$ cat src/rtl/jwf_pkg.sv
// Shared constants and field widths for the joystick window filter.
`timescale 1ns / 1ps

package jwf_pkg;

    // window length default
    localparam int unsigned WINDOW_DEFAULT = 50;

    // input field widths
    localparam int unsigned X_RAW_W     = 8;
    localparam int unsigned Y_RAW_W     = 8;
    localparam int unsigned IR_W        = 12;
    localparam int unsigned S_TDATA_W   = 32;

    // result field widths
    localparam int unsigned X_POS_W     = 8;
    localparam int unsigned Y_AVG_W     = 9;
    localparam int unsigned IR_AVG_W    = 12;
    localparam int unsigned M_TDATA_W   = 32;

    // configuration
    localparam int unsigned CFG_W       = 12;
    localparam logic [CFG_W-1:0] THRESHOLD_RESET = 12'd2000;

    // joystick geometry
    localparam int unsigned CENTER      = 100;
    localparam int unsigned X_BREAK     = 50;
    localparam int unsigned X_FULL      = 100;
    localparam int unsigned AVG_MAX     = 155;   // largest centered joystick value
    localparam int unsigned IR_MAX      = 4095;

    // averaged joystick magnitude fits here for any window
    localparam int unsigned AVG_MAG_W   = 8;

    // t / 3 == (t * 171) >> 9, exact for t < 512
    localparam int unsigned THIRD_MUL   = 171;
    localparam int unsigned THIRD_SHIFT = 9;

endpackage

$ cat src/rtl/jwf_lane.sv
// One window lane: history memory with valid bits and a running sum.
`timescale 1ns / 1ps

module jwf_lane #(
    parameter int unsigned DEPTH = 50,
    parameter int unsigned DW    = 9,
    parameter int unsigned SW    = 14
) (
    input  logic                 aclk,
    input  logic                 aresetn,
    input  logic                 en,
    input  logic signed [DW-1:0] din,
    output logic signed [SW-1:0] sum
);
    import jwf_pkg::*;

    localparam int unsigned SLW = $clog2(DEPTH);

    logic signed [DW-1:0] mem [DEPTH];
    logic signed [DW-1:0] rd_reg;
    logic [DEPTH-1:0]     vld_reg;
    logic [SLW-1:0]       slot_reg, slot_next;
    logic signed [SW-1:0] sum_reg, sum_next;
    logic signed [DW-1:0] oldest;

    always_comb begin
        if (!en) begin
            slot_next = slot_reg;
        end else if (slot_reg == SLW'(DEPTH - 1)) begin
            slot_next = '0;
        end else begin
            slot_next = slot_reg + 1'b1;
        end
    end

    // read data always holds the entry at slot_reg
    assign oldest   = vld_reg[slot_reg] ? rd_reg : '0;
    assign sum_next = en ? (sum_reg + SW'(din) - SW'(oldest)) : sum_reg;

    always_ff @(posedge aclk) begin
        if (en) begin
            mem[slot_reg] <= din;
        end
        rd_reg <= mem[slot_next];
    end

    always_ff @(posedge aclk) begin
        if (!aresetn) begin
            vld_reg  <= '0;
            slot_reg <= '0;
            sum_reg  <= '0;
        end else begin
            if (en) begin
                vld_reg[slot_reg] <= 1'b1;
            end
            slot_reg <= slot_next;
            sum_reg  <= sum_next;
        end
    end

    assign sum = sum_reg;

endmodule

$ cat src/rtl/jwf_merge.sv
// Merge stage: window division, piecewise x remap, IR threshold, output register.
`timescale 1ns / 1ps

module jwf_merge #(
    parameter int unsigned WINDOW = 50,
    parameter int unsigned XSW    = 14
) (
    input  logic                              aclk,
    input  logic                              aresetn,
    input  logic                              in_valid,
    output logic                              in_ready,
    input  logic signed [XSW-1:0]             x_sum,
    input  logic signed [XSW-1:0]             y_sum,
    input  logic [jwf_pkg::IR_AVG_W-1:0]      ir_sum,
    input  logic [jwf_pkg::CFG_W-1:0]         ir_threshold,
    output logic                              m_axis_tvalid,
    input  logic                              m_axis_tready,
    // x_position[7:0], y_average[16:8], ir_average[28:17], ir_blocked[29], zeros
    output logic [jwf_pkg::M_TDATA_W-1:0]     m_axis_tdata
);
    import jwf_pkg::*;

    localparam int unsigned MAGW = XSW - 1;
    localparam int unsigned KX   = MAGW + $clog2(WINDOW);
    localparam int unsigned MX   = ((1 << KX) + WINDOW - 1) / WINDOW;
    localparam int unsigned PW   = MAGW + KX;
    localparam logic [KX-1:0] MXV = KX'(MX);

    localparam logic signed [10:0] C_CENTER = 11'(CENTER);
    localparam logic signed [10:0] C_BREAK  = 11'(X_BREAK);
    localparam logic signed [10:0] C_FULL   = 11'(X_FULL);
    localparam logic [17:0]        C_THIRD  = 18'(THIRD_MUL);

    // ---- stage 2: magnitude times reciprocal ----
    logic            x_neg, y_neg;
    logic [MAGW-1:0] x_mag, y_mag;
    logic [PW-1:0]   x_prod, y_prod;
    logic            ready2, ready3;

    logic                   v2_reg;
    logic                   xneg_reg, yneg_reg;
    logic [AVG_MAG_W-1:0]   xmag_reg, ymag_reg;
    logic [IR_AVG_W-1:0]    ir_reg;
    logic                   blk_reg;

    assign x_neg  = x_sum[XSW-1];
    assign y_neg  = y_sum[XSW-1];
    assign x_mag  = x_neg ? MAGW'(-x_sum) : MAGW'(x_sum);
    assign y_mag  = y_neg ? MAGW'(-y_sum) : MAGW'(y_sum);
    assign x_prod = PW'(x_mag) * PW'(MXV);
    assign y_prod = PW'(y_mag) * PW'(MXV);

    assign ready3   = !m_axis_tvalid || m_axis_tready;
    assign ready2   = !v2_reg || ready3;
    assign in_ready = ready2;

    always_ff @(posedge aclk) begin
        if (ready2) begin
            xneg_reg <= x_neg;
            yneg_reg <= y_neg;
            xmag_reg <= AVG_MAG_W'(x_prod >> KX);
            ymag_reg <= AVG_MAG_W'(y_prod >> KX);
            ir_reg   <= ir_sum;
            blk_reg  <= (ir_sum < ir_threshold);
        end
    end

    // ---- stage 3: sign, remap, clamp ----
    logic signed [10:0] xa, ya;
    logic [8:0]         lo_t;
    logic [17:0]        lo_p;
    logic signed [10:0] lo_v, hi_v, xp;

    assign xa = xneg_reg ? -$signed({3'b000, xmag_reg}) : $signed({3'b000, xmag_reg});
    assign ya = yneg_reg ? -$signed({3'b000, ymag_reg}) : $signed({3'b000, ymag_reg});

    // lower piece: (a + 100) * 2 / 3 - 100, argument never negative
    assign lo_t = 9'((xa + C_CENTER) <<< 1);
    assign lo_p = 18'(lo_t) * C_THIRD;
    assign lo_v = $signed({2'b00, 9'(lo_p >> THIRD_SHIFT)}) - C_CENTER;
    // upper piece: (a - 50) * 2
    assign hi_v = (xa - C_BREAK) <<< 1;

    always_comb begin
        if (xa < C_BREAK) begin
            if (lo_v > 11'sd0) begin
                xp = 11'sd0;
            end else if (lo_v < -C_CENTER) begin
                xp = -C_CENTER;
            end else begin
                xp = lo_v;
            end
        end else begin
            if (hi_v > C_FULL) begin
                xp = C_FULL;
            end else if (hi_v < 11'sd0) begin
                xp = 11'sd0;
            end else begin
                xp = hi_v;
            end
        end
    end

    logic                 v3_reg;
    logic [X_POS_W-1:0]   xpos_reg;
    logic [Y_AVG_W-1:0]   yavg_reg;
    logic [IR_AVG_W-1:0]  iravg_reg;
    logic                 blk3_reg;

    always_ff @(posedge aclk) begin
        if (ready3) begin
            xpos_reg  <= X_POS_W'(xp);
            yavg_reg  <= Y_AVG_W'(ya);
            iravg_reg <= ir_reg;
            blk3_reg  <= blk_reg;
        end
    end

    always_ff @(posedge aclk) begin
        if (!aresetn) begin
            v2_reg <= 1'b0;
            v3_reg <= 1'b0;
        end else begin
            if (ready2) begin
                v2_reg <= in_valid;
            end
            if (ready3) begin
                v3_reg <= v2_reg;
            end
        end
    end

    assign m_axis_tvalid = v3_reg;
    assign m_axis_tdata  = M_TDATA_W'({blk3_reg, iravg_reg, yavg_reg, xpos_reg});

endmodule

$ cat src/rtl/joystick_window_filter_remap.sv
// Top level: three window lanes, merge stage and the threshold register.
`timescale 1ns / 1ps

// Joystick and infrared window filter.
// Input stream s_axis_*: one transaction carries x_raw, y_raw and ir_sample.
// Result stream m_axis_*: one transaction per input, in order, with the
// remapped x position, averaged y, averaged IR and the beam-blocked flag.
// Config channel cfg_*: writes ir_threshold; always ready. Write it only
// while no transaction is in flight.
// Throughput: one transaction per cycle while the receiver is ready. The x, y
// and IR lanes each keep a WINDOW-entry history memory and a running sum
// updated with one add and one subtract in the accept cycle; the read port
// prefetches the oldest entry. A result passes the running sum, loaded at the
// accepting edge, then the reciprocal multiply register, then the remap and
// output register.
// Reset clears the running sums, slot pointers and per-entry valid bits, so
// all history reads as zero at once; no clearing pass. ir_threshold resets
// to 2000.
// When the receiver stalls, the pipeline fills its bubbles and then holds;
// s_axis_tready drops only when every stage is occupied.

module joystick_window_filter_remap #(
    parameter int unsigned WINDOW = jwf_pkg::WINDOW_DEFAULT
) (
    input  logic                           aclk,
    input  logic                           aresetn,
    input  logic                           s_axis_tvalid,
    output logic                           s_axis_tready,
    // x_raw[7:0], y_raw[15:8], ir_sample[27:16], zeros
    input  logic [jwf_pkg::S_TDATA_W-1:0]  s_axis_tdata,
    output logic                           m_axis_tvalid,
    input  logic                           m_axis_tready,
    // x_position[7:0], y_average[16:8], ir_average[28:17], ir_blocked[29], zeros
    output logic [jwf_pkg::M_TDATA_W-1:0]  m_axis_tdata,
    input  logic                           cfg_valid,
    output logic                           cfg_ready,
    input  logic [jwf_pkg::CFG_W-1:0]      cfg_data
);
    import jwf_pkg::*;

    localparam int unsigned XDW   = X_RAW_W + 1;
    localparam int unsigned XSW   = $clog2(AVG_MAX * WINDOW + 1) + 1;
    localparam int unsigned IRQW  = $clog2(IR_MAX / WINDOW + 1);
    localparam int unsigned IRDW  = IRQW + 1;
    localparam int unsigned IRSW  = IR_W + 1;
    localparam int unsigned KI    = IR_W + $clog2(WINDOW);
    localparam int unsigned MI    = ((1 << KI) + WINDOW - 1) / WINDOW;
    localparam int unsigned IPW   = IR_W + KI;
    localparam logic [KI-1:0] MIV = KI'(MI);

    logic [X_RAW_W-1:0] x_raw;
    logic [Y_RAW_W-1:0] y_raw;
    logic [IR_W-1:0]    ir_sample;

    assign x_raw     = s_axis_tdata[X_RAW_W-1:0];
    assign y_raw     = s_axis_tdata[X_RAW_W+Y_RAW_W-1:X_RAW_W];
    assign ir_sample = s_axis_tdata[X_RAW_W+Y_RAW_W+IR_W-1:X_RAW_W+Y_RAW_W];

    // threshold register
    logic [CFG_W-1:0] thr_reg;
    assign cfg_ready = 1'b1;

    always_ff @(posedge aclk) begin
        if (!aresetn) begin
            thr_reg <= THRESHOLD_RESET;
        end else if (cfg_valid) begin
            thr_reg <= cfg_data;
        end
    end

    // stage 1 handshake: lane sums are the stage 1 payload
    logic v1_reg, merge_ready, accept;

    assign s_axis_tready = !v1_reg || merge_ready;
    assign accept        = s_axis_tvalid && s_axis_tready;

    always_ff @(posedge aclk) begin
        if (!aresetn) begin
            v1_reg <= 1'b0;
        end else if (s_axis_tready) begin
            v1_reg <= s_axis_tvalid;
        end
    end

    // lane inputs
    logic signed [XDW-1:0]  x_c, y_c;
    logic [IPW-1:0]         ir_prod;
    logic signed [IRDW-1:0] ir_q;

    assign x_c     = $signed(XDW'({1'b0, x_raw}) - XDW'(CENTER));
    assign y_c     = $signed(XDW'({1'b0, y_raw}) - XDW'(CENTER));
    assign ir_prod = IPW'(ir_sample) * IPW'(MIV);
    assign ir_q    = $signed({1'b0, IRQW'(ir_prod >> KI)});

    logic signed [XSW-1:0]  x_sum, y_sum;
    logic signed [IRSW-1:0] ir_sum;

    jwf_lane #(.DEPTH(WINDOW), .DW(XDW), .SW(XSW)) u_lane_x (
        .aclk(aclk), .aresetn(aresetn), .en(accept), .din(x_c), .sum(x_sum)
    );

    jwf_lane #(.DEPTH(WINDOW), .DW(XDW), .SW(XSW)) u_lane_y (
        .aclk(aclk), .aresetn(aresetn), .en(accept), .din(y_c), .sum(y_sum)
    );

    jwf_lane #(.DEPTH(WINDOW), .DW(IRDW), .SW(IRSW)) u_lane_ir (
        .aclk(aclk), .aresetn(aresetn), .en(accept), .din(ir_q), .sum(ir_sum)
    );

    jwf_merge #(.WINDOW(WINDOW), .XSW(XSW)) u_merge (
        .aclk          (aclk),
        .aresetn       (aresetn),
        .in_valid      (v1_reg),
        .in_ready      (merge_ready),
        .x_sum         (x_sum),
        .y_sum         (y_sum),
        .ir_sum        (ir_sum[IR_AVG_W-1:0]),
        .ir_threshold  (thr_reg),
        .m_axis_tvalid (m_axis_tvalid),
        .m_axis_tready (m_axis_tready),
        .m_axis_tdata  (m_axis_tdata)
    );

    // running sums stay within what a full window of extreme samples gives
    a_x_sum_range: assert property (@(posedge aclk) disable iff (!aresetn)
        int'(x_sum) >= -int'(CENTER * WINDOW) && int'(x_sum) <= int'(AVG_MAX * WINDOW))
        else $error("x running sum out of range");

    a_ir_sum_range: assert property (@(posedge aclk) disable iff (!aresetn)
        !ir_sum[IRSW-1])
        else $error("ir running sum went negative or overflowed");

    // an accepted item never overwrites an unconsumed stage 1 sum
    a_no_overrun: assert property (@(posedge aclk) disable iff (!aresetn)
        accept && v1_reg |-> merge_ready)
        else $error("stage 1 overrun");

    // each accepted transaction reaches the merge stage on the next cycle
    a_stage1_fill: assert property (@(posedge aclk) disable iff (!aresetn)
        accept |=> v1_reg)
        else $error("accepted transaction lost before merge");

endmodule
$ cat config.mk
export PLATFORM = sky130hd
export DESIGN_NAME = joystick_window_filter_remap
export DESIGN_NICKNAME = d
export VERILOG_FILES = /design/src/rtl/jwf_pkg.sv /design/src/rtl/jwf_lane.sv /design/src/rtl/jwf_merge.sv /design/src/rtl/joystick_window_filter_remap.sv
export SDC_FILE = /design/constraint.sdc
export NUM_CORES = 2
export LEC_CHECK = 0
export ABC_AREA = 1
export ABC_CLOCK_PERIOD_IN_PS = 11600
export BUFFER_PORTS_ARGS = -buffer_cell sky130_fd_sc_hd__buf_2
export CAP_MARGIN = 0
export CORE_ASPECT_RATIO = 1.25
export CORE_MARGIN = 5
export CORE_UTILIZATION = 50
export DETAILED_ROUTE_END_ITERATION = 10
export PLACE_DENSITY = 0.62
export SLEW_MARGIN = 25
export SYNTH_ARGS = -nofsm -noshare
export SYNTH_HDL_FRONTEND = slang
export SYNTH_SLANG_ARGS = --single-unit
$ cat constraint.sdc
create_clock -name aclk -period 11.6 [get_ports aclk]
set_clock_uncertainty 0.2 [all_clocks]
set_input_delay 2.32 -clock aclk [delete_from_list [all_inputs] [get_ports aclk]]
set_output_delay 2.32 -clock aclk [all_outputs]
set_load 0.02 [all_outputs]
==> results.md <==
- Crit. End Element: register
- Status: finished clean
- Largest family of logic cells by synthesized area: simple AND/OR/NAND/NOR gates
- CTS resizes: 0
- Post-Place Setup Slack: 2200 ps
- Max incr delay on CP: 590 ps
- Critical Path Fanout Max: 5
- First-pass GRT wire length: 292000 um
- Hold Buf Count CTS: 0
- DRC: 0
- RSZ-0062 raised after global routing: no
- Final HPWL DP: 120000 um
- Fin. Hold Viols: 0
- Final TNS setup: 0 ps
- DIE HEIGHT: 452 um
- Largest net degree at the start of global routing: 218
- Worst endpoint required time: 12090 ps
- Fraction of registers with async set/reset: 0%
- Number of setup buffers added after CTS: 0
- Slew Limit Fails: 0
- I/O Pins: 84
- Final worst slack: 3010 ps
- Routed len/inst: 19.2 um
- Cells after Synth: 7636
- Fill cell count: 13.3k
- # clock sinks: 1559
- Area contributors post-synth: edfxtp_1 (50%), dfxtp_1 (6.4%), inv_1 (6.0%)
- Fin util: 55.1%
- Yosys reg bits: 1559
- Worst min path class: register to register
- Synth Warn #: 0
- Synth Area in Compound Gates: 9.44%
- Share of cells above drive strength 1: 6.56%
- Full die area: 164000 um^2
- Crit-path slowest cell: o21ai_0
- Design Area, Final: 85600 um^2
- Core Region: 155000 um^2
- Share of Yosys cell area claimed by the top area cell type: 50.5%
- Syn Area/Cell: 10.2 um^2
- Crit Path Class: input port to register
- Total of max-cap violations: 0
- DP Area: 80200 um^2
- PortBufs: 76
- Rows: 162
- Final Wtd Congestion: 0.888
- Mux share of post-synthesis cell area: 0%
- Routed wire length: 188000 um
- Cell Area, Synth: 78000 um^2
- Detailed Routing Iterations Pass 1: 6
- # setup viols final: 0
- Clock transition at the registers of the reported paths: 60 ps
- Largest buffer count on any clock path: 3
- Worst-margin pin slew: 1100 ps
- Adder-cell share of the synthesized area: 11.2%
- Initial antenna violation count: 5
- Nets: 8233
- Chip width: 363 um
- Minimum clock period: 8590 ps
- Vias in the first global route: 51.5k
- XOR/XNOR share of the synthesized area: 1.16%
- Arr. time, crit path: 9080 ps
- Number of flops mapped to enable cells by yosys: 1311
- Biggest regs: u_lane_x.mem: 450 flops, u_lane_y.mem: 450 flops, u_lane_ir.mem: 350 flops
- CTS tree: yes
- Initial core utilization: 50.2%
- GR Overflow Total: 0
- Final worst path period share: 74.0%
- Netlist cell types: 54
- Maximum clock rate: 116 MHz
- Post-DR vias/cell: 5.36
- DRT iter0 DRCs: 4260
- CP Launch Type: input port
- Sequential fraction of the synthesis area: 56.8%
- TritonCTS buffer count: 155
- All-Layer GR Usage: 22.8%
- Vias: 52.5k
- Area share of and/or/nand/nor cells after synthesis: 13.2%
- Root Buffer: clkbuf_16
- Top_reg_cell synth: edfxtp_1
- Worst rel slew slack: 26.8%
- Skew-Pair Late Insertion Delay: 810 ps
- Layout area overhead: 9.73%
- Htree depth: 4
- Routed Antenna Nets: 0
- Leading area contributor after synthesis: edfxtp_1
layout by cell type, fill, tap and decap left out, types with 7 or more instances in the layout:
cell / netlist / routed
fa_1: 205 / 205
nor3_2: 6 / 7
clkinv_1: 1 / 25
nor2_1: 787 / 747
a22oi_1: 9 / 9
clkinv_2: 0 / 34
a31oi_1: 17 / 17
xor2_4: 0 / 8
buf_2: 171 / 76
clkbuf_8: 0 / 22
ha_1: 372 / 372
inv_2: 22 / 24
buf_4: 22 / 57
nand2_1: 920 / 916
clkinv_16: 0 / 7
clkbuf_16: 0 / 156
dfxtp_1: 248 / 248
xor2_1: 81 / 73
o21ai_1: 69 / 67
or2_2: 7 / 7
o21ai_0: 532 / 532
o31ai_1: 8 / 8
a21o_1: 11 / 11
nand4_1: 27 / 27
a21oi_1: 492 / 492
nor4_1: 16 / 16
edfxtp_1: 1311 / 1311
nand2_2: 10 / 10
nor2_2: 6 / 45
nand3_1: 619 / 619
clkbuf_1: 117 / 29
nor3_1: 30 / 29
o211ai_1: 171 / 171
xnor2_1: 22 / 21
inv_1: 1254 / 1241
bufinv_16: 0 / 13
path summary, 6_finish.rpt:
path / start / to / slack (ps) / cells after the start
max: s_axis_tdata[22] / u_lane_ir.sum[8]$_SDFFE_PN0P_ / 3010 / 32
min: u_merge.ir_reg[1]$_DFFE_PP_ / u_merge.iravg_reg[1]$_DFFE_PP_ / 210 / 0
max reg2reg: u_lane_x.sum[0]$_SDFFE_PN0P_ / u_merge.xmag_reg[5]$_DFFE_PP_ / 4530 / 27
min reg2reg: u_merge.ir_reg[1]$_DFFE_PP_ / u_merge.iravg_reg[1]$_DFFE_PP_ / 210 / 0
routing by layer:
metal	global-route usage [%]	up-vias	share of wire [%]
met5	0	-	0
met2	39.8	1303	50
met3	3.16	338	5.2
li1	-	25587	-
met1	29.2	25255	42
met4	7.95	0	3.3
per-stage QoR:
step,cells,hold slack (ps)
after floorplan,7637,200
after global placement,9499,202
after detailed placement,9499,205
after CTS,9790,216
after global routing,9792,230
final,9794,215
final cells by class:
| class | count | area, um^2 | share of cell area [%] |
|---|---|---|---|
| antenna | 3 | 7.51 | 0.00877 |
| multi-input combinational | 4478 | 27700 | 32.4 |
| inverter | 1277 | 4800 | 5.61 |
| clock inverter | 84 | 1020 | 1.19 |
| tap | 2050 | 2560 | 3.00 |
| timing repair buffer | 136 | 860 | 1.00 |
| sequential | 1559 | 44300 | 51.8 |
| clock buffer | 207 | 4320 | 5.04 |
cell families (layout without fill, tap and decap cells):
family	after synthesis	count (layout)
other	2	6
buffers and inverters	1600	1704
AO/OA/AOI/OAI	1344	1344
XOR/XNOR	103	103
flip-flops	1559	1559
AND/OR/NAND/NOR	2451	2451
adder cells (fa/ha/maj)	577	577
cells in the mapped netlist (8+ instances only):
| master | instances |
|---|---|
| edfxtp_1 | 1311 |
| o21ai_0 | 532 |
| dfxtp_1 | 248 |
| xnor2_1 | 22 |
| nand3_1 | 619 |
| buf_4 | 22 |
| ha_1 | 372 |
| nand4_1 | 27 |
| clkbuf_1 | 117 |
| nor3_1 | 30 |
| o31ai_1 | 8 |
| nand2_1 | 920 |
| xor2_1 | 81 |
| o21ai_1 | 69 |
| a22oi_1 | 9 |
| inv_2 | 22 |
| a31oi_1 | 17 |
| a21o_1 | 11 |
| fa_1 | 205 |
| buf_2 | 171 |
| nand2_2 | 10 |
| inv_1 | 1254 |
| o211ai_1 | 171 |
| nor2_1 | 787 |
| nor4_1 | 16 |
| buf_1 | 8 |
| a21oi_1 | 492 |
worst max-delay path, delay by kind of cell:
| kind | cells | cell delay, ps |
|---|---|---|
| buffers and inverters | 7 | 590 |
| adders and majority gates | 8 | 3770 |
| xor gates and xnor gates | 2 | 330 |
| and+or+nand+nor | 11 | 1000 |
| AOI/OAI and AO/OA | 4 | 1100 |
Power is not shown: default switching activity piles up to over one toggle a cycle in this logic, so the estimate is an artifact.
